===== config.mk =====
export PLATFORM = sky130hd
export DESIGN_NAME = frbr_front
export DESIGN_NICKNAME = d
export VERILOG_FILES = /design/src/frbr_pkg.sv /design/src/frbr_front.sv
export SDC_FILE = /design/constraint.sdc
export NUM_CORES = 1
export LEC_CHECK = 0
export ABC_AREA = 1
export BUFFER_PORTS_ARGS = -buffer_cell sky130_fd_sc_hd__buf_4
export CAP_MARGIN = 15
export CORE_UTILIZATION = 45
export DETAILED_ROUTE_END_ITERATION = 8
export GPL_TIMING_DRIVEN = 0
export PLACE_DENSITY = 0.77
export RECOVER_POWER = 25
export SLEW_MARGIN = 40
export SYNTH_ARGS = -nofsm -noshare
export SYNTH_HDL_FRONTEND = slang
export SYNTH_SLANG_ARGS = --single-unit

===== constraint.sdc =====
create_clock -name clk -period 3.7 [get_ports clk]
set_clock_uncertainty 0.1 [all_clocks]
set_input_delay 0.37 -clock clk [delete_from_list [all_inputs] [get_ports clk]]
set_output_delay 0.37 -clock clk [all_outputs]
set_load 0.05 [all_outputs]

===== src/frbr_pkg.sv =====
// Shared types, constants and helper functions of the frame store readout.
package frbr_pkg;

	// Frame geometry.
	localparam int ROWS      = 168;
	localparam int COLS      = 144;
	localparam int PIX_COUNT = ROWS * COLS;

	localparam int IDX_W   = 15;
	localparam int ROW_W   = $clog2(ROWS);
	localparam int COL_W   = (COLS > 1) ? $clog2(COLS) : 1;
	localparam int ADDR_W  = $clog2(PIX_COUNT);
	localparam int HALF    = ROWS / 2;
	localparam int YI_BASE = (ROWS - 1) & ~1;

	// Exact division of the read index by ROWS through a rounded-up reciprocal.
	localparam int DIV_SHIFT = IDX_W + ROW_W;
	localparam int DIV_RECIP = ((1 << DIV_SHIFT) + ROWS - 1) / ROWS;
	localparam int RECIP_W   = IDX_W + 1;
	localparam int PROD_W    = IDX_W + RECIP_W;

	localparam int CH_STEP = 255 / 3;

	localparam logic [5:0] LSB_MASK = 6'b010101;
	localparam logic [5:0] MSB_MASK = 6'b101010;

	localparam logic OP_WRITE = 1'b0;
	localparam logic OP_READ  = 1'b1;

	localparam int QUEUE_DEPTH = 2;
	localparam int QPTR_W      = $clog2(QUEUE_DEPTH);

	typedef struct packed {
		logic               opcode;
		logic signed [15:0] pixel_x;
		logic signed [15:0] pixel_y;
		logic [23:0]        color_rgb;
		logic [IDX_W-1:0]   read_index;
	} req_t;

	typedef struct packed {
		logic [IDX_W-1:0] out_index;
		logic [5:0]       display_byte;
	} rsp_t;

	// One command for the back end: a pixel write or a two-row read.
	typedef struct packed {
		logic              is_read;
		logic              msb_plane;
		logic              row0_ok;
		logic              row1_ok;
		logic [ADDR_W-1:0] addr0;
		logic [ADDR_W-1:0] addr1;
		logic [5:0]        wdata;
		logic [IDX_W-1:0]  index;
	} cmd_t;

	typedef struct packed {
		logic full;
		logic empty;
	} qstat_t;

	typedef enum logic [1:0] {
		BK_IDLE,
		BK_SECOND,
		BK_FINISH
	} back_state_t;

	function automatic logic [1:0] quant_channel(input logic [7:0] ch);
		logic [1:0] q;
		if (ch >= 8'(3 * CH_STEP)) begin
			q = 2'd3;
		end else if (ch >= 8'(2 * CH_STEP)) begin
			q = 2'd2;
		end else if (ch >= 8'(CH_STEP)) begin
			q = 2'd1;
		end else begin
			q = 2'd0;
		end
		return q;
	endfunction

	function automatic logic [5:0] quant_rgb(input logic [23:0] rgb);
		return {quant_channel(rgb[23:16]), quant_channel(rgb[15:8]), quant_channel(rgb[7:0])};
	endfunction

	function automatic logic [5:0] merge_planes(input logic [5:0] p0, input logic [5:0] p1,
			input logic msb);
		logic [5:0] b;
		if (msb) begin
			b = ((p0 & MSB_MASK) >> 1) | (p1 & MSB_MASK);
		end else begin
			b = (p0 & LSB_MASK) | ((p1 & LSB_MASK) << 1);
		end
		return b;
	endfunction

endpackage


===== src/frbr_front.sv =====
// Front end: accepts items, works out addresses and issues commands to the queue.
module frbr_front (
	input  logic                 clk,
	input  logic                 arst_n,
	input  logic                 req_valid,
	output logic                 req_ready,
	input  frbr_pkg::req_t       req,
	output logic                 push,
	output frbr_pkg::cmd_t       push_cmd,
	input  frbr_pkg::qstat_t     qstat
);

	typedef struct packed {
		logic                        is_read;
		logic                        keep;
		logic [frbr_pkg::ADDR_W-1:0] addr;
		logic [5:0]                  wdata;
		logic [frbr_pkg::IDX_W-1:0]  index;
		logic [frbr_pkg::IDX_W-1:0]  quot;
	} s1_t;

	typedef struct packed {
		logic                        is_read;
		logic                        keep;
		logic [frbr_pkg::ADDR_W-1:0] addr;
		logic [5:0]                  wdata;
		logic [frbr_pkg::IDX_W-1:0]  index;
		logic [frbr_pkg::ROW_W-1:0]  yi;
		logic [frbr_pkg::COL_W-1:0]  col;
		logic                        msb_plane;
		logic                        row0_ok;
		logic                        row1_ok;
	} s2_t;

	s1_t            stage_s1, stage1_d;
	s2_t            stage_s2, stage2_d;
	frbr_pkg::cmd_t cmd_s3, cmd_d;
	logic           keep_s3;
	logic           valid_s1, valid_s2, valid_s3;
	logic           s1_free, s2_free, s3_free, s3_go;

	logic [frbr_pkg::PROD_W-1:0] div_prod;
	logic [frbr_pkg::IDX_W-1:0]  rem_full;
	logic [frbr_pkg::ROW_W-1:0]  rem, half_row, yi;
	logic [frbr_pkg::ROW_W:0]    yi_next;
	logic                        col_ok, msb;

	// Stage one: bounds check, write address, colour quantisation, read quotient.
	always_comb begin
		stage1_d.is_read = (req.opcode == frbr_pkg::OP_READ);
		stage1_d.keep    = stage1_d.is_read ||
			(req.pixel_x >= 16'sd0 && req.pixel_x < 16'(frbr_pkg::COLS) &&
			 req.pixel_y >= 16'sd0 && req.pixel_y < 16'(frbr_pkg::ROWS));
		stage1_d.addr    = frbr_pkg::ADDR_W'(req.pixel_y[frbr_pkg::ROW_W-1:0]) *
			frbr_pkg::ADDR_W'(frbr_pkg::COLS) +
			frbr_pkg::ADDR_W'(req.pixel_x[frbr_pkg::COL_W-1:0]);
		stage1_d.wdata   = frbr_pkg::quant_rgb(req.color_rgb);
		stage1_d.index   = req.read_index;
		div_prod         = frbr_pkg::PROD_W'(req.read_index) *
			frbr_pkg::PROD_W'(frbr_pkg::DIV_RECIP);
		stage1_d.quot    = frbr_pkg::IDX_W'(div_prod >> frbr_pkg::DIV_SHIFT);
	end

	// Stage two: row within the column, plane and the upper of the two frame rows.
	always_comb begin
		rem_full = stage_s1.index - stage_s1.quot * frbr_pkg::IDX_W'(frbr_pkg::ROWS);
		rem      = rem_full[frbr_pkg::ROW_W-1:0];
		msb      = (rem >= frbr_pkg::ROW_W'(frbr_pkg::HALF));
		half_row = msb ? rem - frbr_pkg::ROW_W'(frbr_pkg::HALF) : rem;
		yi       = frbr_pkg::ROW_W'(frbr_pkg::YI_BASE) - (half_row << 1);
		yi_next  = (frbr_pkg::ROW_W + 1)'(yi) + (frbr_pkg::ROW_W + 1)'(1);
		col_ok   = (stage_s1.quot < frbr_pkg::IDX_W'(frbr_pkg::COLS));

		stage2_d.is_read   = stage_s1.is_read;
		stage2_d.keep      = stage_s1.keep;
		stage2_d.addr      = stage_s1.addr;
		stage2_d.wdata     = stage_s1.wdata;
		stage2_d.index     = stage_s1.index;
		stage2_d.yi        = yi;
		stage2_d.col       = stage_s1.quot[frbr_pkg::COL_W-1:0];
		stage2_d.msb_plane = msb;
		stage2_d.row0_ok   = col_ok;
		stage2_d.row1_ok   = col_ok && (yi_next < (frbr_pkg::ROW_W + 1)'(frbr_pkg::ROWS));
	end

	// Stage three: memory addresses of the two rows of a read, or the write address.
	always_comb begin
		cmd_d.is_read   = stage_s2.is_read;
		cmd_d.msb_plane = stage_s2.msb_plane;
		cmd_d.row0_ok   = stage_s2.row0_ok;
		cmd_d.row1_ok   = stage_s2.row1_ok;
		cmd_d.wdata     = stage_s2.wdata;
		cmd_d.index     = stage_s2.index;
		if (stage_s2.is_read) begin
			cmd_d.addr0 = frbr_pkg::ADDR_W'(stage_s2.yi) * frbr_pkg::ADDR_W'(frbr_pkg::COLS) +
				frbr_pkg::ADDR_W'(stage_s2.col);
		end else begin
			cmd_d.addr0 = stage_s2.addr;
		end
		cmd_d.addr1 = cmd_d.addr0 + frbr_pkg::ADDR_W'(frbr_pkg::COLS);
	end

	// Writes that miss the frame leave stage three without entering the queue.
	assign s3_go     = valid_s3 && (!keep_s3 || !qstat.full);
	assign push      = valid_s3 && keep_s3 && !qstat.full;
	assign push_cmd  = cmd_s3;
	assign s3_free   = !valid_s3 || s3_go;
	assign s2_free   = !valid_s2 || s3_free;
	assign s1_free   = !valid_s1 || s2_free;
	assign req_ready = s1_free;

	always_ff @(posedge clk or negedge arst_n) begin
		if (!arst_n) begin
			valid_s1 <= 1'b0;
			valid_s2 <= 1'b0;
			valid_s3 <= 1'b0;
		end else begin
			if (s1_free) begin
				valid_s1 <= req_valid;
			end
			if (s2_free) begin
				valid_s2 <= valid_s1;
			end
			if (s3_free) begin
				valid_s3 <= valid_s2;
			end
		end
	end

	always_ff @(posedge clk) begin
		if (s1_free && req_valid) begin
			stage_s1 <= stage1_d;
		end
		if (s2_free && valid_s1) begin
			stage_s2 <= stage2_d;
		end
		if (s3_free && valid_s2) begin
			cmd_s3  <= cmd_d;
			keep_s3 <= stage_s2.keep;
		end
	end

endmodule


==> flow_summary_export.csv, run 1 <==
group,metric,value,unit
clock_network,cts_buffers,17,
finish,design_area,13100,µm²
placed_design,hpwl,17.3,mm
die,coreArea,22800,µm²
logic_synthesis,synthCells,976,
logic_synthesis,ys_warn_count,0,
finish,multi_input_area,5500,µm²
finish,final_nets,1423,
detailed_routing,ant_nets,0,
detailed_routing,drc,0,
clock_network,cts_sinks,157,
finish,drive_gt1_share,25.2,%
sta,setup_viol,8,
placed_design,post-place-ws,-1.14,ns
finish,seq_area,4700,µm²
power,power.total,10700,µW
sta,whs,0.0576,ns
clock_network,h-tree-depth,4,
status,outcome,"finished with violations",
min_path,min_path_type,"in2reg",
power,peakVddDrop,0.468,mV
die,die_area,24100,µm²
clock_network,clockRootBuffer,"clkbuf_16",
detailed_routing,vias,7255,
critical_path,worstSetupPathType,"in2reg",
logic_synthesis,syn-num-nets,1256,
die,die_w,155,µm
finish,fin_util,57.5,%
critical_path,max_stage_delay,0.58,ns
logic_synthesis,synth_commonest_cells,"inv_1, ha_1, edfxtp_1, nand2_1, nor2_1",
finish,fill_cells,1872,
logic_synthesis,synth.most_common_cell,"inv_1",
detailed_routing,avgViaCountPerCell,4.94,
global_routing,grt_max_degree,39,
global_routing,antenna_found_initial,1,
power,cellLeakagePower,0.00609,µW
sta,post-route-period-util,118,%
logic_synthesis,ys.flop_type,"edfxtp_1",
critical_path,ff2ff_setup_slack,0.51,ns
global_routing,grtUsageTotal,18.3,%
logic_synthesis,ys_seq_area_share,44.4,%
placed_design,place_congestion,0.885,
critical_path,critPathCaptureType,"register",
detailed_routing,firstDrtPassIters,5,
sta,min_period,4.38,ns
critical_path,path_max_fanout,5,
logic_synthesis,synth_area_per_cell,10.8,µm²
global_routing,grt_pass1_vias,7216,
power,powerDensity,813,nW/µm²
sta,hold_viol,0,
die,rows,55,
logic_synthesis,netlist.area_leader.share,43.7,%
logic_synthesis,synth-edff-count,154,
critical_path,cpMaxStageDelayCell,"fa_2",
logic_synthesis,synth.distinct_cells,49,
clock_network,path_clk_slew,0.07,ns
global_routing,grt_overflow,0,
clock_network,clockBufferDepth,2,
sta,setup_ws,-0.680,ns
placed_design,postPlaceCellArea,12200,µm²
detailed_routing,wl_per_cell,14.5,µm
logic_synthesis,yosys.area.top_type,"edfxtp_1",
global_routing,grt_first_pass_wirelength,34.2,mm
status,violations,"setup timing",
detailed_routing,drt_iter0_markers,369,
sta,max_freq,228,MHz
clock_network,cts_tree,"yes",
sta,drv_slew,0,
clock_network,insertion_delay,0.42,ns
die,ios,134,
detailed_routing,drt-total-wl,21.3,mm
critical_path,cp.arrival,4.44,ns
die,initial_core_util,46.3,%
job,maxCapViolCount,0,
logic_synthesis,synthesis.area,10600,µm²
placed_design,io_buffers,132,
finish,area_growth,24.1,%
sta,slew_headroom,63.3,%
sta,rsz0062_at_grt,"true",
critical_path,path_cells,"buf_12, inv_8, ha_4, inv_4, ha_4, inv_2, fa_1, inv_2, fa_1, fa_1, fa_2, ha_4, buf_4, nand2_2, nand2_2, a21oi_1, o221ai_1, a21oi_1, o41ai_2, xor2_1",
die,die_y,155,µm
critical_path,cp-start-kind,"input port",
logic_synthesis,synth-seq-cells,157,
critical_path,required,3.76,ns
sta,worst_pin_slew,0.549,ns
logic_synthesis,synth.area.top_cells,"edfxtp_1, ha_1, fa_1, inv_1, nand2_1",
logic_synthesis,synthArstFlopShare,1.91,%
metal layers:
metal | GRT usage, % | vias up | wire length (µm)
met5 | 0 | - | 0
met4 | 7.05 | 0 | 552
met3 | 2.98 | 40 | 733
met2 | 33.2 | 155 | 11300
met1 | 21.6 | 3405 | 8760
li1 | - | 3655 | -
report_power, final:
part | internal, µW | total [µW] | switching [µW]
Combinational | 2410 | 6330 | 3920
Clock | 1020 | 1750 | 727
Sequential | 2480 | 2600 | 123
Total | 5900 | 10700 | 4770
through the flow:
stage	std cells	TNS, ns
after global routing	1470	-5.59
after detailed placement	1426	-8.13
after global placement	1421	-75.96
after floorplan	976	-4.48
after CTS	1466	-4.13
final	1470	-4.55
state kept, by name, indices dropped and copies added (netlist names):
register  cells
valid_s1      1
stage2_d     46
valid_s2      1
keep_s3       1
push_cmd     51
cmd_d        25
valid_s3      1
stage_s2     31
what timing repair did:
| item | CTS | global route |
|---|---|---|
| buffers inserted | 7 | 3 |
| gates cloned | 0 | 0 |
| resized for setup | 30 | 26 |
| setup endpoints to repair | 8 | 8 |
| hold buffers | 1 | 0 |
| pin swaps | 29 | 27 |
| endpoints found under the hold margin | 3 | 0 |
final cells by class:
type | instances | share of cell area (%)
Buffer | 7 | 0.438
Inverter | 175 | 5.12
Antenna cell | 1 | 0.0190
Tap cell | 313 | 2.98
Sequential cell | 157 | 35.8
Multi-Input combinational cell | 637 | 41.9
Clock inverter | 14 | 1.33
Timing Repair Buffer | 148 | 9.21
Clock buffer | 18 | 3.27
final timing paths:
| check | startpoint | to | cells past startpoint |
|---|---|---|---|
| setup / recovery | req[13] | stage2_d[3] | 20 |
| hold / removal | req[56] | stage2_d[41] | 1 |
| setup reg to reg | stage2_d[4] | cmd_d[51] | 21 |
| hold reg to reg | cmd_d[17] | push_cmd[17] | 0 |
| max in group asynchronous | arst_n | valid_s2 | 2 |
| min in group asynchronous | arst_n | valid_s1 | 2 |
kinds of logic (layout without fill, tap and decap cells):
group | count (synthesis) | after routing | synth area share, %
adder cells (fa/ha/maj) | 203 | 203 | 27.1
AO/OA/AOI/OAI | 104 | 104 | 6.00
AND/OR/NAND/NOR | 292 | 292 | 12.5
buffers and inverters | 182 | 362 | 6.76
other | 0 | 1 | 0
flip-flops | 157 | 157 | 44.4
XOR/XNOR | 38 | 38 | 3.22
cells in the final DEF, fill, tap and decap left out, types with 6 or more instances in the layout:
cell,count
xor2_1,25
nand3_2,7
o21ai_0,18
edfxtp_1,154
o21ai_1,9
a31oi_1,8
ha_1,146
buf_4,139
ha_4,11
inv_1,156
nand2_2,18
clkbuf_16,17
nand4_1,10
inv_2,13
or2_2,6
nand3_1,28
a21oi_1,35
inv_6,6
nor2_1,41
xnor2_1,12
fa_1,40
a21oi_2,6
nand2_1,144
worst max-delay path: cells and delay by family:
| family | cells | cell delay, ns |
|---|---|---|
| buffers and inverters | 6 | 0.39 |
| AND/OR/NAND/NOR | 2 | 0.12 |
| adder cells (fa/ha/maj) | 7 | 2.82 |
| AO/OA/AOI/OAI | 4 | 0.57 |
| XOR/XNOR | 1 | 0.17 |
(Power assumes the default switching activity.)
==> inputs of run 2 (changes only) <==
BUFFER_PORTS_ARGS = -buffer_cell sky130_fd_sc_hd__buf_2   (was -buffer_cell sky130_fd_sc_hd__buf_4)
==> run 2 against run 1 <==
  * The run still ends with setup timing left
  * Worst hold slack worse by 0.027 ns
  * First-iteration DRC count is 20% lower
  * Power is 4.0% lower
  * Setup slack better by 0.10 ns
  * Core utilization is 1.8 points lower
  * Register-to-register slack worse by 0.08 ns
  * Sequential power hardly changed
  * Non-clock buffer count stayed put
  * Clock power is 13% lower
  * Critical endpoint is now stage2_d[10]
  * Largest power group unchanged
  * Highest routed layer unchanged
==> flow_summary_export.csv, run 2 (synthesized netlist as in run 1, its figures left out) <==
group,metric,value,unit
status,outcome,"finished with violations",
status,violations,"setup timing",
detailed_routing,drc,0,
sta,rsz0062_at_grt,"true",
detailed_routing,wl_per_cell,14.1,µm
finish,area_growth,20.3,%
detailed_routing,vias,7182,
clock_network,cts_sinks,157,
finish,final_cell_mix,"inv_1, edfxtp_1, nand2_1",
critical_path,worstSetupPathType,"in2reg",
clock_network,path_clk_slew,0.05,ns
die,initial_core_util,46.3,%
sta,max_freq,234,MHz
die,die_area,24100,µm²
finish,final_nets,1423,
detailed_routing,firstDrtPassIters,4,
critical_path,cp-start-kind,"input port",
sta,min_period,4.28,ns
min_path,min_path_type,"in2reg",
die,coreArea,22800,µm²
placed_design,place_congestion,0.886,
clock_network,cts_buffers,17,
finish,largest_reg_flops,51,
die,rows,55,
placed_design,post-place-ws,-1.26,ns
detailed_routing,drt-total-wl,20.8,mm
global_routing,grt_pass1_vias,7272,
global_routing,grtUsageTotal,18.0,%
finish,fin_util,55.7,%
critical_path,required,3.77,ns
placed_design,io_buffers,132,
detailed_routing,ant_nets,0,
global_routing,grt_overflow,0,
power,peakVddDrop,0.505,mV
sta,slew_headroom,63.3,%
clock_network,cts_tree,"yes",
sta,worst_pin_slew,0.550,ns
clock_network,h-tree-depth,4,
die,die_w,155,µm
sta,drv_slew,0,
finish,drive_gt1_share,24.0,%
power,powerDensity,805,nW/µm²
power,cellLeakagePower,0.00590,µW
critical_path,path_max_fanout,5,
job,maxCapViolCount,0,
die,ios,134,
sta,hold_viol,0,
sta,setup_ws,-0.580,ns
placed_design,hpwl,17.0,mm
clock_network,clockRootBuffer,"clkbuf_16",
die,die_y,155,µm
critical_path,cp.arrival,4.35,ns
global_routing,grt_first_pass_wirelength,33.8,mm
critical_path,critPathCaptureType,"register",
global_routing,antenna_found_initial,1,
sta,setup_viol,8,
clock_network,clockBufferDepth,2,
detailed_routing,avgViaCountPerCell,4.89,
sta,tns,-3.86,ns
global_routing,grt_max_degree,39,
detailed_routing,drt_iter0_markers,297,
sta,post-route-period-util,116,%
clock_network,insertion_delay,0.42,ns
finish,final_common_cell,"inv_1",
[run 2: through the flow]
step | hold slack [ns] | std cells | power [µW] | cell area [µm²]
floorplan | -0.0256 | 976 | 7120 | 10700
global placement | 0.0673 | 1421 | 8100 | 11800
detailed placement | 0.0707 | 1426 | 8250 | 11900
CTS | 0.00940 | 1465 | 10000 | 12600
global route | 0.00739 | 1470 | 11100 | 12700
finish | 0.0307 | 1470 | 10200 | 12700
[run 2: critical path: stages]
cell	delay (ns)
buf_12	0.10
inv_8	0.03
ha_4	0.25
inv_4	0.03
ha_4	0.26
inv_2	0.03
fa_1	0.51
inv_2	0.04
fa_1	0.51
fa_1	0.44
fa_2	0.58
ha_4	0.22
nand2_4	0.08
nor2_4	0.04
a211oi_4	0.23
nor2_1	0.08
o21ai_1	0.19
and3_1	0.20
nand2_1	0.05
nand2_1	0.06
nand2_1	0.04
[run 2: layer usage]
layer  share of wire (%)  up-vias  GRT usage [%]
met5                   0        -              0
met4                 2.4        0           6.91
met3                 3.1       37           3.15
met2                  52      132           32.7
met1                  42     3362           21.2
li1                    -     3651              -
[run 2: worst paths after layout]
| path | endpoint | cells after the start | startpoint | slack, ns |
|---|---|---|---|---|
| setup / recovery | stage2_d[10] | 21 | req[13] | -0.58 |
| min in group asynchronous | valid_s1 | 2 | arst_n | 0.19 |
| hold reg to reg | stage_s2[47] | 0 | stage2_d[47] | 0.31 |
| setup reg to reg | cmd_d[51] | 21 | stage2_d[4] | 0.43 |
| hold / removal | stage2_d[42] | 1 | req[57] | 0.03 |
| max in group asynchronous | valid_s2 | 2 | arst_n | 3.16 |
[run 2: cell type report]
class                   instances  area (µm²)
fillers                      1905       10100
clock buffers                  19         433
clock inverters                13        91.3
inverters                     175         673
repair buffers                148         911
flip-flops and latches        157        4700
diodes                          1        2.50
well taps                     313         392
plain buffers                   7        57.6
multi-input cells             637        5480
[run 2: power by group]
part	switching, µW	internal, µW
logic	3850	2270
registers	117	2480
clock network	674	857
[run 2: timing repair]
action	4_1_cts	5_1_grt
pin swaps	26	23
setup endpoints to repair	8	8
setup buffers	6	4
hold buffers	1	0
hold endpoints to repair	3	0
resized for setup	30	31
==> inputs of run 3 (changes only) <==
CTS_BUF_LIST = sky130_fd_sc_hd__clkbuf_16   (was unset)
==> run 3 against run 2 <==
  * The run still ends with setup timing left
  * Register-to-register slack is essentially flat
  * Flip-flop and latch count unchanged
  * Fmax barely moved
  * Combinational power about the same
  * Sequential share of layout area unchanged
  * Wire length barely moved
  * Worst hold slack about the same
  * Largest cell class unchanged
==> flow_summary_export.csv, run 3 (synthesized netlist as in run 1, its figures left out) <==
group,metric,value,unit
status,outcome,"finished with violations",
status,violations,"setup timing",
critical_path,cp.arrival,4.35,ns
clock_network,clockRootBuffer,"clkbuf_16",
die,coreArea,22800,µm²
clock_network,path_clk_slew,0.05,ns
critical_path,path_max_fanout,5,
sta,setup_viol,8,
detailed_routing,firstDrtPassIters,5,
die,die_y,155,µm
global_routing,antenna_found_initial,1,
clock_network,cts_buffers,17,
clock_network,h-tree-depth,4,
power,peakVddDrop,0.505,mV
critical_path,required,3.77,ns
detailed_routing,avgViaCountPerCell,4.89,
die,die_w,155,µm
sta,hold_viol,0,
sta,min_period,4.28,ns
power,power.total,10200,µW
die,ios,134,
sta,post-route-period-util,116,%
finish,largest_reg_flops,51,
sta,rsz0062_at_grt,"true",
sta,drv_slew,0,
clock_network,insertion_delay,0.42,ns
clock_network,clockBufferDepth,2,
detailed_routing,drt_iter0_markers,298,
detailed_routing,wl_per_cell,14.1,µm
detailed_routing,ant_nets,0,
critical_path,worstSetupPathType,"in2reg",
finish,final_nets,1423,
sta,max_freq,234,MHz
global_routing,grt_overflow,0,
placed_design,place_congestion,0.886,
sta,setup_ws,-0.580,ns
power,powerDensity,804,nW/µm²
job,maxCapViolCount,0,
detailed_routing,drc,0,
critical_path,critPathCaptureType,"register",
finish,drive_gt1_share,24.0,%
die,rows,55,
sta,worst_pin_slew,0.550,ns
die,initial_core_util,46.3,%
sta,slew_headroom,63.3,%
die,die_area,24100,µm²
detailed_routing,drt-total-wl,20.8,mm
global_routing,grtUsageTotal,18.0,%
finish,final_common_cell,"inv_1",
finish,final_cell_mix,"inv_1, edfxtp_1, nand2_1",
placed_design,hpwl,17.0,mm
min_path,min_path_type,"in2reg",
clock_network,cts_sinks,157,
finish,fin_util,55.7,%
critical_path,cp-start-kind,"input port",
finish,area_growth,20.3,%
clock_network,cts_tree,"yes",
power,cellLeakagePower,0.00591,µW
global_routing,grt_pass1_vias,7272,
global_routing,grt_first_pass_wirelength,33.8,mm
sta,whs,0.0307,ns
detailed_routing,vias,7182,
placed_design,io_buffers,132,
global_routing,grt_max_degree,39,
run 3: cell count changes in the layout (fill, tap and decap cells not counted):
cell and delta:
inv_1 +2, clkbuf_1 -2
run 3: cell type report:
| type | instances | area (µm²) |
|---|---|---|
| clock inverters | 15 | 98.8 |
| multi-input cells | 637 | 5480 |
| well taps | 313 | 392 |
| plain buffers | 7 | 57.6 |
| fillers | 1905 | 10100 |
| flip-flops and latches | 157 | 4700 |
| diodes | 1 | 2.50 |
| inverters | 175 | 673 |
| clock buffers | 17 | 425 |
| repair buffers | 148 | 911 |
run 3: power breakdown:
group / internal, µW / switching [µW] / leakage [µW] / total, µW
clock: 852 / 675 / 0.000251 / 1530
sequential: 2480 / 117 / 0.00154 / 2590
combinational: 2270 / 3850 / 0.00412 / 6120
total: 5600 / 4640 / 0.00591 / 10200
run 3: repair_timing:
| item | in CTS | in global routing |
|---|---|---|
| setup buffers | 6 | 4 |
| hold buffers | 1 | 0 |
| resized for setup | 30 | 31 |
| pin swaps | 26 | 23 |
| endpoints found under the hold margin | 3 | 0 |
| setup endpoints to repair | 8 | 8 |
run 3: stage by stage:
stage          cell area [µm²]  std cells  worst slack [ns]  setup TNS [ns]
6_report                 12700       1470            -0.580           -3.86
3_3_place_gp             11800       1421             -1.19          -74.62
5_1_grt                  12700       1470            -0.683           -4.89
4_1_cts                  12600       1465            -0.595           -4.05
3_5_place_dp             11900       1426             -1.26           -8.83
2_1_floorplan            10700        976            -0.615           -4.48
run 3: critical path: stages:
cell and delay (ns):
buf_12 0.10, inv_8 0.03, ha_4 0.25, inv_4 0.03, ha_4 0.26, inv_2 0.03
fa_1 0.51, inv_2 0.04, fa_1 0.51, fa_1 0.44, fa_2 0.58, ha_4 0.22
nand2_4 0.08, nor2_4 0.04, a211oi_4 0.23, nor2_1 0.08, o21ai_1 0.19, and3_1 0.20
nand2_1 0.05, nand2_1 0.06, nand2_1 0.04
run 3: layer usage:
| layer | track usage (%) | wire (µm) | vias to the layer above |
|---|---|---|---|
| met5 | 0 | 0 | - |
| met4 | 6.91 | 499 | 0 |
| met3 | 3.15 | 636 | 37 |
| met2 | 32.7 | 10800 | 132 |
| met1 | 21.2 | 8810 | 3362 |
| li1 | - | - | 3651 |
run 3: path summary, 6_finish.rpt:
check | startpoint | endpoint | slack, ns | depth (start not counted)
max | req[13] | stage2_d[10] | -0.58 | 21
min | req[57] | stage2_d[42] | 0.03 | 1
max reg2reg | stage2_d[4] | cmd_d[51] | 0.43 | 21
min reg2reg | stage2_d[47] | stage_s2[47] | 0.31 | 0
max in group asynchronous | arst_n | valid_s2 | 3.16 | 2
min in group asynchronous | arst_n | valid_s1 | 0.19 | 2
