**config.mk**
```make
export PLATFORM = sky130hd
export DESIGN_NAME = frbr_queue
export DESIGN_NICKNAME = d
export VERILOG_FILES = /design/src/frbr_pkg.sv /design/src/frbr_queue.sv
export SDC_FILE = /design/constraint.sdc
export NUM_CORES = 1
export LEC_CHECK = 0
export ABC_AREA = 1
export ABC_CLOCK_PERIOD_IN_PS = 8850
export BUFFER_PORTS_ARGS = -buffer_cell sky130_fd_sc_hd__buf_2
export CORE_AREA = 2 2 123 125
export DETAILED_ROUTE_END_ITERATION = 8
export DIE_AREA = 0 0 125 127
export PLACE_DENSITY_LB_ADDON = 0.08
export SLEW_MARGIN = 40
export SYNTH_ARGS = -nofsm -noshare
export SYNTH_HDL_FRONTEND = slang
export SYNTH_SLANG_ARGS = --single-unit
```
**constraint.sdc**
```tcl
create_clock -name clk -period 8.85 [get_ports clk]
set_clock_uncertainty 0.05 [all_clocks]
set_input_delay 0.885 -clock clk [delete_from_list [all_inputs] [get_ports clk]]
set_output_delay 0.885 -clock clk [all_outputs]
set_load 0.03 [all_outputs]
```
**src/frbr_pkg.sv**
```systemverilog
// Shared types, constants and helper functions of the frame store readout.
package frbr_pkg;

	// Frame geometry.
	localparam int ROWS      = 168;
	localparam int COLS      = 144;
	localparam int PIX_COUNT = ROWS * COLS;

	localparam int IDX_W   = 15;
	localparam int ROW_W   = $clog2(ROWS);
	localparam int COL_W   = (COLS > 1) ? $clog2(COLS) : 1;
	localparam int ADDR_W  = $clog2(PIX_COUNT);
	localparam int HALF    = ROWS / 2;
	localparam int YI_BASE = (ROWS - 1) & ~1;

	// Exact division of the read index by ROWS through a rounded-up reciprocal.
	localparam int DIV_SHIFT = IDX_W + ROW_W;
	localparam int DIV_RECIP = ((1 << DIV_SHIFT) + ROWS - 1) / ROWS;
	localparam int RECIP_W   = IDX_W + 1;
	localparam int PROD_W    = IDX_W + RECIP_W;

	localparam int CH_STEP = 255 / 3;

	localparam logic [5:0] LSB_MASK = 6'b010101;
	localparam logic [5:0] MSB_MASK = 6'b101010;

	localparam logic OP_WRITE = 1'b0;
	localparam logic OP_READ  = 1'b1;

	localparam int QUEUE_DEPTH = 2;
	localparam int QPTR_W      = $clog2(QUEUE_DEPTH);

	typedef struct packed {
		logic               opcode;
		logic signed [15:0] pixel_x;
		logic signed [15:0] pixel_y;
		logic [23:0]        color_rgb;
		logic [IDX_W-1:0]   read_index;
	} req_t;

	typedef struct packed {
		logic [IDX_W-1:0] out_index;
		logic [5:0]       display_byte;
	} rsp_t;

	// One command for the back end: a pixel write or a two-row read.
	typedef struct packed {
		logic              is_read;
		logic              msb_plane;
		logic              row0_ok;
		logic              row1_ok;
		logic [ADDR_W-1:0] addr0;
		logic [ADDR_W-1:0] addr1;
		logic [5:0]        wdata;
		logic [IDX_W-1:0]  index;
	} cmd_t;

	typedef struct packed {
		logic full;
		logic empty;
	} qstat_t;

	typedef enum logic [1:0] {
		BK_IDLE,
		BK_SECOND,
		BK_FINISH
	} back_state_t;

	function automatic logic [1:0] quant_channel(input logic [7:0] ch);
		logic [1:0] q;
		if (ch >= 8'(3 * CH_STEP)) begin
			q = 2'd3;
		end else if (ch >= 8'(2 * CH_STEP)) begin
			q = 2'd2;
		end else if (ch >= 8'(CH_STEP)) begin
			q = 2'd1;
		end else begin
			q = 2'd0;
		end
		return q;
	endfunction

	function automatic logic [5:0] quant_rgb(input logic [23:0] rgb);
		return {quant_channel(rgb[23:16]), quant_channel(rgb[15:8]), quant_channel(rgb[7:0])};
	endfunction

	function automatic logic [5:0] merge_planes(input logic [5:0] p0, input logic [5:0] p1,
			input logic msb);
		logic [5:0] b;
		if (msb) begin
			b = ((p0 & MSB_MASK) >> 1) | (p1 & MSB_MASK);
		end else begin
			b = (p0 & LSB_MASK) | ((p1 & LSB_MASK) << 1);
		end
		return b;
	endfunction

endpackage

```
**src/frbr_queue.sv**
```systemverilog
// Short command queue between the front end and the back end.
module frbr_queue (
	input  logic             clk,
	input  logic             arst_n,
	input  logic             push,
	input  frbr_pkg::cmd_t   push_cmd,
	input  logic             pop,
	output frbr_pkg::cmd_t   pop_cmd,
	output frbr_pkg::qstat_t qstat
);

	frbr_pkg::cmd_t              slot_q [frbr_pkg::QUEUE_DEPTH];
	logic [frbr_pkg::QPTR_W-1:0] wr_ptr_q, rd_ptr_q;
	logic [frbr_pkg::QPTR_W:0]   count_q;
	logic                        do_push, do_pop;

	assign qstat.full  = (count_q == (frbr_pkg::QPTR_W + 1)'(frbr_pkg::QUEUE_DEPTH));
	assign qstat.empty = (count_q == '0);
	assign do_push     = push && !qstat.full;
	assign do_pop      = pop && !qstat.empty;
	assign pop_cmd     = slot_q[rd_ptr_q];

	always_ff @(posedge clk or negedge arst_n) begin
		if (!arst_n) begin
			wr_ptr_q <= '0;
			rd_ptr_q <= '0;
			count_q  <= '0;
		end else begin
			if (do_push) begin
				wr_ptr_q <= (wr_ptr_q == frbr_pkg::QPTR_W'(frbr_pkg::QUEUE_DEPTH - 1)) ?
					'0 : wr_ptr_q + 1'b1;
			end
			if (do_pop) begin
				rd_ptr_q <= (rd_ptr_q == frbr_pkg::QPTR_W'(frbr_pkg::QUEUE_DEPTH - 1)) ?
					'0 : rd_ptr_q + 1'b1;
			end
			if (do_push && !do_pop) begin
				count_q <= count_q + 1'b1;
			end else if (do_pop && !do_push) begin
				count_q <= count_q - 1'b1;
			end
		end
	end

	always_ff @(posedge clk) begin
		if (do_push) begin
			slot_q[wr_ptr_q] <= push_cmd;
		end
	end

endmodule

```
==> load_flow_metrics.sql, run 1 <==
INSERT INTO impl_metrics (metric_group, metric, value, unit) VALUES
('status', 'run_status', 'complete, no violations', ''),
('setup_path', 'cp_data_required_time', '7.92', 'ns'),
('floorplan', 'die_x', '125', 'um'),
('sta', 'totalNegativeSetupSlack', '0', 'ns'),
('grt', 'grt.met2_usage', '17.8', '%'),
('synth', 'postSynthNetCount', '379', ''),
('layout', 'fillerInstances', '1402', ''),
('layout', 'mostFrequentLayoutCells', 'nand2_1 (174), buf_2 (115), edfxtp_1 (110), clkbuf_16 (17), clkinv_1 (8)', ''),
('placed_design', 'place.detailed.instances', '609', ''),
('grt', 'grtUsageTotal', '11.4', '%'),
('synth', 'syn-cell-area', '4270', 'um^2'),
('power', 'power.density_cell_area', '380', 'nW/um^2'),
('floorplan', 'die_height', '127', 'um'),
('grt', 'number_of_antenna_violations_at_the_first_check_in_global_routing', '1', ''),
('sta', 'setup_ws', '6.14', 'ns'),
('setup_path', 'timing_worst_setup_path_type', 'register to output pin', ''),
('setup_path', 'worst_endpoint_data_arrival_time', '1.77', 'ns'),
('clock_network', 'cts.path.max_buffers', '2', ''),
('sta', 'layout_min_cycle_time', '2.71', 'ns'),
('power', 'share_clk_of_total_power', '26.3', '%'),
('grt', 'via_count_of_the_first_global_routing_pass', '2529', ''),
('layout', 'drive_above_1_share', '31.9', '%'),
('setup_path', 'worstPathMaxFanout', '56', ''),
('grt', 'grt-ovfl-total', '0', ''),
('synth', 'synth_cell_type_count', '16', ''),
('placed_design', 'postPlaceCellArea', '5000', 'um^2'),
('sta', 'worst_slew_slack_as_a_fraction_of_its_limit', '55.9', '%'),
('power', 'power.share.switching', '39.5', '%'),
('sta', 'final_min_period_over_clock_period', '30.6', '%'),
('floorplan', 'io_pins', '116', ''),
('sta', 'grt_setup_unrepaired', 'false', ''),
('sta', 'drv_slew', '0', ''),
('synth', 'post_synth_inst_count', '319', ''),
('clock_network', 'clk_pin_slew', '0.05', 'ns'),
('routing', 'drt_drc_violations_left', '0', ''),
('power', 'power.net_switching', '0.827', 'mW'),
('power', 'static-leakage-power', '2.38', 'nW'),
('routing', 'firstDrtPassIters', '4', ''),
('floorplan', 'initial_utilization', '29.6', '%'),
('sta', 'max_clock_freq', '369', 'MHz'),
('clock_network', 'cts.sinks', '114', ''),
('clock_network', 'tritoncts.num_buffers', '17', ''),
('hold_path', 'hold_path.class', 'input pin to asynchronous set/reset pin', ''),
('placed_design', 'place_worst_setup_slack', '6.02', 'ns'),
('placed_design', 'port_buf_inserts', '115', ''),
('clock_network', 'cts_hold_buf', '0', ''),
('routing', 'avgViaCountPerCell', '4.12', ''),
('power', 'ir_worst_vdd', '0.000167', 'V'),
('setup_path', 'timing.critical_path.to_type', 'output pin', ''),
('synth', 'ys_warnings', '0', ''),
('floorplan', 'area_of_the_die', '15900', 'um^2'),
('routing', 'final_wl', '8.81', 'mm'),
('synth', 'synth.yosys.seq_area_share', '79.7', '%'),
('synth', 'synth_seq_cells', '114', ''),
('clock_network', 'cts_tree', 'yes', ''),
('run', 'max-cap-violations', '0', ''),
('grt', 'm3_gr_usage', '5.74', '%'),
('sta', 'tightestPinTransition', '0.661', 'ns'),
('layout', 'layoutNonFillerInstCount', '642', ''),
('synth', 'post_synth.cell_area_avg', '13.4', 'um^2'),
('floorplan', 'row_count', '44', ''),
('grt', 'grt_most_used_layer', 'met2', ''),
('clock_network', 'cts_max_level', '4', ''),
('power', 'power_report.internal_total', '1.27', 'mW'),
('clock_network', 'cts.root.buffer_cell', 'clkbuf_16', ''),
('routing', 'routed_wl_per_cell', '13.7', 'um'),
('grt', 'global_route.usage.met1', '12.9', '%'),
('routing', 'dr.first_iter.drc_count', '165', ''),
('clock_network', 'cts-resized-gates', '0', ''),
('layout', 'final_design_area_no_fill', '5510', 'um^2'),
('clock_network', 'clkLatencyLatePin', '0.40', 'ns');
==> flip-flops by register name, indices dropped and copies added (netlist names) <==
name	cells
slot_q	110
count_q	2
rd_ptr_q	1
wr_ptr_q	1
==> layout make-up <==
type	instances	area, um^2	share of cell area, %
clock inverters	12	50.0	0.908
inverters	8	32.5	0.591
well taps	184	230	4.18
clock buffers	19	433	7.86
multi-input cells	185	731	13.3
flip-flops and latches	114	3400	61.8
repair buffers	119	626	11.4
diodes	1	2.50	0.0454
==> kinds of logic (layout without fill, tap and decap cells) <==
family | count (synthesis) | after routing | synth area share (%)
AOI/OAI and AO/OA | 2 | 2 | 0.234
xor gates and xnor gates | 1 | 1 | 0.205
adders and majority gates | 1 | 1 | 0.293
buffers and inverters | 20 | 158 | 3.40
DFF | 114 | 114 | 79.7
other | 0 | 1 | 0
and+or+nand+nor | 181 | 181 | 16.2
==> power by group through the flow <==
stage          clock [mW]  sequential, mW  combinational [mW]
6_report            0.552           0.768               0.776
5_1_grt             0.595           0.778               0.854
4_1_cts             0.570           0.769               0.791
3_5_place_dp            0           0.779               0.790
3_3_place_gp            0           0.777               0.792
2_1_floorplan           0           0.780               0.572
==> synth_stat cells <==
cell type / instances / area [um^2]
nand2_1: 174 / 653
edfxtp_1: 110 / 3300
buf_6: 8 / 90.1
inv_1: 7 / 26.3
dfrtp_1: 4 / 100
buf_2: 2 / 10.0
buf_4: 2 / 15.0
nor2_1: 2 / 7.51
nor2_2: 2 / 12.5
o21ai_0: 2 / 10.0
ha_1: 1 / 12.5
inv_2: 1 / 3.75
nand3_1: 1 / 5.00
nand3b_1: 1 / 7.51
nand4_1: 1 / 6.26
xnor2_1: 1 / 8.76
==> per-stage QoR <==
stage / power (mW) / hold slack [ns]
2_1_floorplan: 1.35 / 0.399
3_3_place_gp: 1.57 / 0.429
3_5_place_dp: 1.57 / 0.420
4_1_cts: 2.13 / 0.211
5_1_grt: 2.23 / 0.210
6_report: 2.10 / 0.231
==> worst paths after layout <==
path / start / cells past startpoint / slack [ns] / end
worst max-delay path: rd_ptr_q$_DFFE_PN0P_ / 4 / 6.14 / pop_cmd[38]
worst min-delay path: arst_n / 1 / 0.23 / count_q[1]$_DFFE_PN0P_
worst max register to register: count_q[1]$_DFFE_PN0P_ / 6 / 6.68 / slot_q[0][6]$_DFFE_PP_
worst min register to register: wr_ptr_q$_DFFE_PN0P_ / 2 / 0.43 / wr_ptr_q$_DFFE_PN0P_
max in group asynchronous: arst_n / 1 / 8.39 / rd_ptr_q$_DFFE_PN0P_
min in group clk: wr_ptr_q$_DFFE_PN0P_ / 2 / 0.43 / wr_ptr_q$_DFFE_PN0P_
==> layer usage <==
metal	vias up	wire length [um]
met5	-	0
met4	0	153
met3	11	755
met2	89	4260
met1	1220	3650
li1	1323	-
==> critical path, stage by stage, from the launching register on <==
cell and delay, ns:
dfrtp_2 0.38, buf_4 0.54, nand2_1 0.10, nand2_1 0.14, buf_2 0.21
Note: power is estimated with default switching activity, not from simulation.
==> run 2, diff against run 1 <==
--- a/config.mk
+++ b/config.mk
@@ -6,7 +6,7 @@
 export NUM_CORES = 1
 export LEC_CHECK = 0
 export ABC_AREA = 1
-export ABC_CLOCK_PERIOD_IN_PS = 8850
+export ABC_CLOCK_PERIOD_IN_PS = 2250
 export BUFFER_PORTS_ARGS = -buffer_cell sky130_fd_sc_hd__buf_2
 export CORE_AREA = 2 2 123 125
 export DETAILED_ROUTE_END_ITERATION = 8
==> constraint.sdc (replaced) <==
create_clock -name clk -period 2.25 [get_ports clk]
set_clock_uncertainty 0.05 [all_clocks]
set_input_delay 0.225 -clock clk [delete_from_list [all_inputs] [get_ports clk]]
set_output_delay 0.225 -clock clk [all_outputs]
set_load 0.03 [all_outputs]
==> run 2 against run 1 <==
Effect of this change: flip-flop and latch count is the same; clock power grew to 4.8 times the previous value; first-iteration DRC count down 2.4%; critical endpoint unchanged; combinational power grew to 4.1 times the previous value; utilization rose by 4.7 points; power grew to 4.2 times the previous value; final area rose by 12%; sequential share of layout area shrank 6.8 points; via count increased by 7.1%; critical path type unchanged; highest routed layer unchanged; routed wire length rose by 5.5%; register-to-register slack got worse by 6.1 ns; setup slack got worse by 6.0 ns.
==> load_flow_metrics.sql, run 2 (synthesized netlist as in run 1, its figures left out) <==
INSERT INTO impl_metrics (metric_group, metric, value, unit) VALUES
('status', 'run_status', 'complete, no violations', ''),
('layout', 'largest_registers', 'slot_q: 110 flops, count_q: 2 flops', ''),
('layout', 'final_common_cell', 'nand2_1', ''),
('layout', 'n_antenna_cell', '0', ''),
('power', 'power.density_cell_area', '1430', 'nW/um^2'),
('floorplan', 'fp.coreArea', '14400', 'um^2'),
('layout', 'layoutNonFillerInstCount', '699', ''),
('grt', 'grtUsageTotal', '12.4', '%'),
('sta', 'layout_min_cycle_time', '2.07', 'ns'),
('setup_path', 'worst_endpoint_data_arrival_time', '1.80', 'ns'),
('setup_path', 'cpMostUsedCell', 'nand2_1', ''),
('sta', 'grt_setup_unrepaired', 'false', ''),
('placed_design', 'place_worst_setup_slack', '0.570', 'ns'),
('setup_path', 'crit_end', 'pop_cmd[38]', ''),
('power', 'static-leakage-power', '2.64', 'nW'),
('layout', 'largest_reg_flops', '110', ''),
('setup_path', 'critical-path-slowest-cell', 'buf_4', ''),
('placed_design', 'port_buf_inserts', '115', ''),
('setup_path', 'worst_setup_startpoint', 'rd_ptr_q$_DFFE_PN0P_', ''),
('setup_path', 'cp_data_required_time', '1.98', 'ns'),
('clock_network', 'clkLatencyLatePin', '0.41', 'ns'),
('floorplan', 'initial_utilization', '29.6', '%'),
('clock_network', 'tritoncts.num_buffers', '17', ''),
('run', 'max-cap-violations', '0', ''),
('grt', 'via_count_of_the_first_global_routing_pass', '2862', ''),
('setup_path', 'crit-reg2reg-capture', 'slot_q[0][0]$_DFFE_PP_', ''),
('routing', 'vias', '2830', ''),
('setup_path', 'rr_startpoint', 'count_q[1]$_DFFE_PN0P_', ''),
('clock_network', 'cts.sinks', '114', ''),
('placed_design', 'place.gp.congestion', '0.718', ''),
('sta', 'final_min_period_over_clock_period', '92.2', '%'),
('clock_network', 'cts_tree', 'yes', ''),
('sta', 'drv_slew', '0', ''),
('hold_path', 'holdPathStages', '3', ''),
('routing', 'antenna_left', '0', ''),
('sta', 'totalNegativeSetupSlack', '0', 'ns'),
('sta', 'tightestPinTransition', '0.672', 'ns'),
('clock_network', 'cts_max_level', '4', ''),
('routing', 'drt_drc_violations_left', '0', ''),
('sta', 'setup_viol_count_final', '0', ''),
('setup_path', 'timing.critical_path.to_type', 'output pin', ''),
('clock_network', 'cts-resized-gates', '0', ''),
('grt', 'grt_start_max_net_pins', '57', ''),
('setup_path', 'worstPathMaxFanout', '56', ''),
('routing', 'avgViaCountPerCell', '4.05', ''),
('setup_path', 'setup.reg_to_reg.worst_slack', '0.60', 'ns'),
('hold_path', 'hold_path.class', 'input pin to register', ''),
('routing', 'final_wl', '9.30', 'mm'),
('placed_design', 'place.detailed.instances', '611', ''),
('layout', 'layout.core_utilization', '42.9', '%'),
('layout', 'top_register', 'slot_q', ''),
('sta', 'worst_slew_slack_as_a_fraction_of_its_limit', '55.2', '%'),
('floorplan', 'row_count', '44', ''),
('layout', 'drive_above_1_share', '30.3', '%'),
('setup_path', 'r2r_cells', '6', ''),
('floorplan', 'area_of_the_die', '15900', 'um^2'),
('grt', 'number_of_antenna_violations_at_the_first_check_in_global_routing', '0', ''),
('setup_path', 'timing_worst_setup_path_type', 'register to output pin', ''),
('setup_path', 'crit_path_cell_trace', 'buf_4 > nand2_1 > nand2_1 > buf_2', ''),
('layout', 'mostFrequentLayoutCells', 'nand2_1 (174), buf_2 (115), edfxtp_1 (110), dlygate4sd3_1 (56), clkbuf_16 (17)', ''),
('sta', 'timing.final.hold_violations', '0', ''),
('grt', 'first_pass_grt_wire_length', '14.8', 'mm'),
('sta', 'setup_ws', '0.176', 'ns'),
('sta', 'fin_worst_hold_slack', '0.0326', 'ns'),
('grt', 'grt-ovfl-total', '0', ''),
('clock_network', 'clk_pin_slew', '0.05', 'ns'),
('power', 'ir_worst_vdd', '0.000562', 'V'),
('clock_network', 'cts.root.buffer_cell', 'clkbuf_16', ''),
('routing', 'firstDrtPassIters', '4', ''),
('clock_network', 'cts.path.max_buffers', '2', ''),
('routing', 'dr.first_iter.drc_count', '161', ''),
('floorplan', 'io_pins', '116', ''),
('sta', 'max_clock_freq', '482', 'MHz'),
('placed_design', 'placed_wire_length_estimate', '5.23', 'mm'),
('setup_path', 'setup.worst_path.start_class', 'register', ''),
('floorplan', 'die_x', '125', 'um'),
('routing', 'routed_wl_per_cell', '13.3', 'um'),
('layout', 'flow.area_growth_from_synthesis', '44.9', '%'),
('floorplan', 'die_height', '127', 'um'),
('layout', 'final_net_count', '562', ''),
('setup_path', 'max_stage_delay', '0.52', 'ns');
==> run 2: cell types whose count changed in the layout (fill, tap and decap cells not counted), sizes merged <==
cell         change
diode            -1
dlygate4sd3     +56
bufinv           +3
buf              +1
clkinvlp         +6
clkinv           -5
inv              -1
clkbuf           -2
==> run 2: metrics by stage <==
step                      instance area (um^2)  power [mW]
final                                     6190        8.82
after global routing                      6190        9.35
after detailed placement                  5040        6.23
after CTS                                 6190        8.98
after global placement                    5040        6.23
after floorplan                           4280        5.31
==> run 2: where the power goes <==
group | internal (mW) | total (mW) | switching (mW)
combinational | 0.822 | 3.16 | 2.34
sequential | 2.90 | 3.02 | 0.119
clock | 1.72 | 2.64 | 0.921
total | 5.44 | 8.82 | 3.38
==> run 2: layout make-up <==
type	count	area (um^2)
fillers	1357	8230
flip-flops and latches	114	3400
inverters	8	33.8
clock buffers	17	425
well taps	184	230
clock inverters	15	168
multi-input cells	185	731
repair buffers	176	1200
==> run 2: how the worst min path moves through the flow <==
| stage | startpoint | to | slack (ns) |
|---|---|---|---|
| 6_report | pop | rd_ptr_q$_DFFE_PN0P_ | 0.03 |
| 5_1_grt | pop | rd_ptr_q$_DFFE_PN0P_ | 0.04 |
| 4_1_cts | pop | rd_ptr_q$_DFFE_PN0P_ | 0.02 |
| 3_5_place_dp | arst_n | count_q[0]$_DFFE_PN0P_ | -0.008 |
| 3_3_place_gp | arst_n | count_q[0]$_DFFE_PN0P_ | -0.008 |
| 2_1_floorplan | arst_n | count_q[0]$_DFFE_PN0P_ | -0.12 |
==> run 2: repair_timing <==
action                    CTS  global route
hold buffers               56             0
buffers inserted            0             0
hold endpoints to repair  114             0
==> run 2: layer usage <==
| metal | wire length (um) | vias up | track usage, % | part of all wire, % |
|---|---|---|---|---|
| met5 | 0 | - | 0 | 0 |
| met4 | 189 | 0 | 5.82 | 2.0 |
| met3 | 549 | 14 | 4.98 | 5.9 |
| met2 | 4190 | 92 | 19.2 | 45 |
| met1 | 4370 | 1284 | 15.4 | 47 |
| li1 | - | 1440 | - | - |
==> run 2: worst max-delay path: cells and delay by family, from the launching register on <==
family                 cells  cell delay, ns
and+or+nand+nor            2            0.24
DFF                        1            0.36
buffers and inverters      2            0.73
==> run 3, diff against run 2 <==
--- a/config.mk
+++ b/config.mk
@@ -8,10 +8,11 @@
 export ABC_AREA = 1
 export ABC_CLOCK_PERIOD_IN_PS = 2250
 export BUFFER_PORTS_ARGS = -buffer_cell sky130_fd_sc_hd__buf_2
-export CORE_AREA = 2 2 123 125
+export CORE_AREA = 2 2 94 163
 export DETAILED_ROUTE_END_ITERATION = 8
-export DIE_AREA = 0 0 125 127
+export DIE_AREA = 0 0 96 165
 export PLACE_DENSITY_LB_ADDON = 0.08
+export REMOVE_ABC_BUFFERS = 1
 export SLEW_MARGIN = 40
 export SYNTH_ARGS = -nofsm -noshare
 export SYNTH_HDL_FRONTEND = slang
==> run 3 against run 2 <==
Effect of this change: setup slack improved by 0.21 ns; first-iteration DRC count shrank 41%; final area increased by 1.4%; largest cell class unchanged.
==> load_flow_metrics.sql, run 3 (synthesized netlist as in run 1, its figures left out) <==
INSERT INTO impl_metrics (metric_group, metric, value, unit) VALUES
('clock_network', 'cts.root.buffer_cell', 'clkbuf_16', ''),
('sta', 'final_min_period_over_clock_period', '83.1', '%'),
('routing', 'final_wl', '9.49', 'mm'),
('layout', 'largest_reg_flops', '110', ''),
('placed_design', 'place.detailed.instances', '610', ''),
('setup_path', 'setup.worst_path.start_class', 'register', ''),
('layout', 'final_common_cell', 'nand2_1', ''),
('sta', 'worst_slew_slack_as_a_fraction_of_its_limit', '70.4', '%'),
('sta', 'drv_slew', '0', ''),
('layout', 'layoutNonFillerInstCount', '698', ''),
('routing', 'wl_met2', '5.33', 'mm'),
('layout', 'final_net_count', '565', ''),
('clock_network', 'post-cts-setup-buffer-count', '0', ''),
('setup_path', 'worstPathMaxFanout', '30', ''),
('routing', 'routed-wl-met3', '357', 'um'),
('setup_path', 'timing.critical_path.to_type', 'output pin', ''),
('hold_path', 'hold_path.class', 'input pin to register', ''),
('routing', 'drt_drc_violations_left', '0', ''),
('clock_network', 'cts.sinks', '114', ''),
('sta', 'timing.final.hold_violations', '0', ''),
('floorplan', 'initial_utilization', '29.6', '%'),
('setup_path', 'crit-reg2reg-capture', 'slot_q[1][35]$_DFFE_PP_', ''),
('hold_path', 'min_to', 'rd_ptr_q$_DFFE_PN0P_', ''),
('floorplan', 'area_of_the_die', '15800', 'um^2'),
('setup_path', 'setup.reg_to_reg.worst_slack', '0.68', 'ns'),
('layout', 'mostFrequentLayoutCells', 'nand2_1 (174), buf_2 (115), edfxtp_1 (110), dlygate4sd3_1 (56), clkbuf_16 (17)', ''),
('floorplan', 'row_count', '58', ''),
('sta', 'setup_viol_count_final', '0', ''),
('routing', 'firstDrtPassIters', '4', ''),
('routing', 'm1WireLength', '3.70', 'mm'),
('sta', 'tightestPinTransition', '0.440', 'ns'),
('placed_design', 'place.gp.congestion', '0.731', ''),
('setup_path', 'timing_worst_setup_path_type', 'register to output pin', ''),
('power', 'static-leakage-power', '2.71', 'nW'),
('placed_design', 'placed_wire_length_estimate', '5.98', 'mm'),
('layout', 'largest_registers', 'slot_q: 110 flops, count_q: 2 flops', ''),
('floorplan', 'io_pins', '116', ''),
('layout', 'layout.core_utilization', '43.5', '%'),
('setup_path', 'worst_endpoint_data_arrival_time', '1.59', 'ns'),
('grt', 'number_of_antenna_violations_at_the_first_check_in_global_routing', '0', ''),
('routing', 'routed_wl_per_cell', '13.6', 'um'),
('floorplan', 'die_x', '96', 'um'),
('clock_network', 'cts_tree', 'yes', ''),
('hold_path', 'min_from', 'pop', ''),
('routing', 'dr.first_iter.drc_count', '95', ''),
('grt', 'first_pass_grt_wire_length', '14.1', 'mm'),
('hold_path', 'holdPathStages', '3', ''),
('routing', 'vias', '2872', ''),
('sta', 'layout_min_cycle_time', '1.87', 'ns'),
('power', 'ir_worst_vdd', '0.000630', 'V'),
('power', 'total_power_consumption', '9.17', 'mW'),
('layout', 'top_register', 'slot_q', ''),
('grt', 'grt_start_max_net_pins', '36', ''),
('layout', 'flow.area_growth_from_synthesis', '46.9', '%'),
('grt', 'via_count_of_the_first_global_routing_pass', '2842', ''),
('grt', 'grt-ovfl-total', '0', ''),
('setup_path', 'r2r_cells', '4', ''),
('sta', 'max_clock_freq', '535', 'MHz'),
('floorplan', 'die_height', '165', 'um'),
('sta', 'totalNegativeSetupSlack', '0', 'ns'),
('clock_network', 'cts-resized-gates', '0', ''),
('layout', 'n_antenna_cell', '0', ''),
('run', 'max-cap-violations', '0', ''),
('clock_network', 'cts.path.max_buffers', '2', ''),
('routing', 'avgViaCountPerCell', '4.11', ''),
('clock_network', 'tritoncts.num_buffers', '17', ''),
('sta', 'grt_setup_unrepaired', 'false', ''),
('floorplan', 'fp.coreArea', '14400', 'um^2'),
('routing', 'highest-signal-layer', 'met4', ''),
('clock_network', 'clkLatencyLatePin', '0.39', 'ns'),
('power', 'power.density_cell_area', '1460', 'nW/um^2'),
('clock_network', 'cts_max_level', '4', ''),
('routing', 'antenna_left', '0', ''),
('grt', 'grtUsageTotal', '12.5', '%'),
('setup_path', 'rr_startpoint', 'count_q[1]$_DFFE_PN0P_', ''),
('layout', 'drive_above_1_share', '30.5', '%'),
('setup_path', 'cp_data_required_time', '1.98', 'ns'),
('status', 'run_status', 'complete, no violations', ''),
('clock_network', 'clk_pin_slew', '0.05', 'ns'),
('placed_design', 'port_buf_inserts', '115', '');
[run 3: per-layer routing]
| layer | track usage (%) | vias up |
|---|---|---|
| met5 | 0 | - |
| met1 | 13.1 | 1345 |
| li1 | - | 1446 |
| met3 | 4.15 | 7 |
| met4 | 5.13 | 0 |
| met2 | 22.3 | 74 |
[run 3: worst max-delay path: stages, from the launching register on]
cell and delay (ns):
dfrtp_2 0.41, inv_2 0.06, buf_4 0.33, nand2_1 0.09, nand2_1 0.10, buf_2 0.20
[run 3: layout make-up]
cell class | instances | area, um^2
fillers | 1389 | 8170
repair buffers | 179 | 1220
clock buffers | 17 | 425
multi-input cells | 185 | 731
clock inverters | 15 | 239
flip-flops and latches | 114 | 3400
inverters | 8 | 30.0
well taps | 180 | 225
[run 3: metrics by stage]
step           instance area [um^2]  hold WS, ns  worst slack, ns
2_1_floorplan                  4160       -0.121            -1.16
3_3_place_gp                   5050     -0.00206            0.753
3_5_place_dp                   5050     -0.00790            0.707
4_1_cts                        6280       0.0314            0.319
5_1_grt                        6280       0.0565            0.280
6_report                       6280       0.0731            0.381
[run 3: worst max path at each step]
| stage | slack, ns | cells past startpoint | end | from |
|---|---|---|---|---|
| 6_report | 0.38 | 5 | pop_cmd[38] | rd_ptr_q$_DFFE_PN0P_ |
| 5_1_grt | 0.28 | 5 | pop_cmd[38] | rd_ptr_q$_DFFE_PN0P_ |
| 4_1_cts | 0.32 | 4 | pop_cmd[35] | rd_ptr_q$_DFFE_PN0P_ |
| 3_5_place_dp | 0.71 | 4 | slot_q[1][41]$_DFFE_PP_ | count_q[1]$_DFFE_PN0P_ |
| 3_3_place_gp | 0.75 | 3 | slot_q[1][41]$_DFFE_PP_ | count_q[0]$_DFFE_PN0P_ |
| 2_1_floorplan | -1.16 | 3 | slot_q[1][0]$_DFFE_PP_ | count_q[1]$_DFFE_PN0P_ |
[run 3: what timing repair did]
action,4_1_cts,5_1_grt
hold endpoints to repair,114,0
setup endpoints to repair,0,0
hold buffers,56,0
[run 3: report_power, final]
| part | total [mW] | switching (mW) | internal, mW |
|---|---|---|---|
| combinational | 3.18 | 2.33 | 0.844 |
| clock | 2.97 | 0.903 | 2.07 |
| sequential | 3.02 | 0.125 | 2.90 |
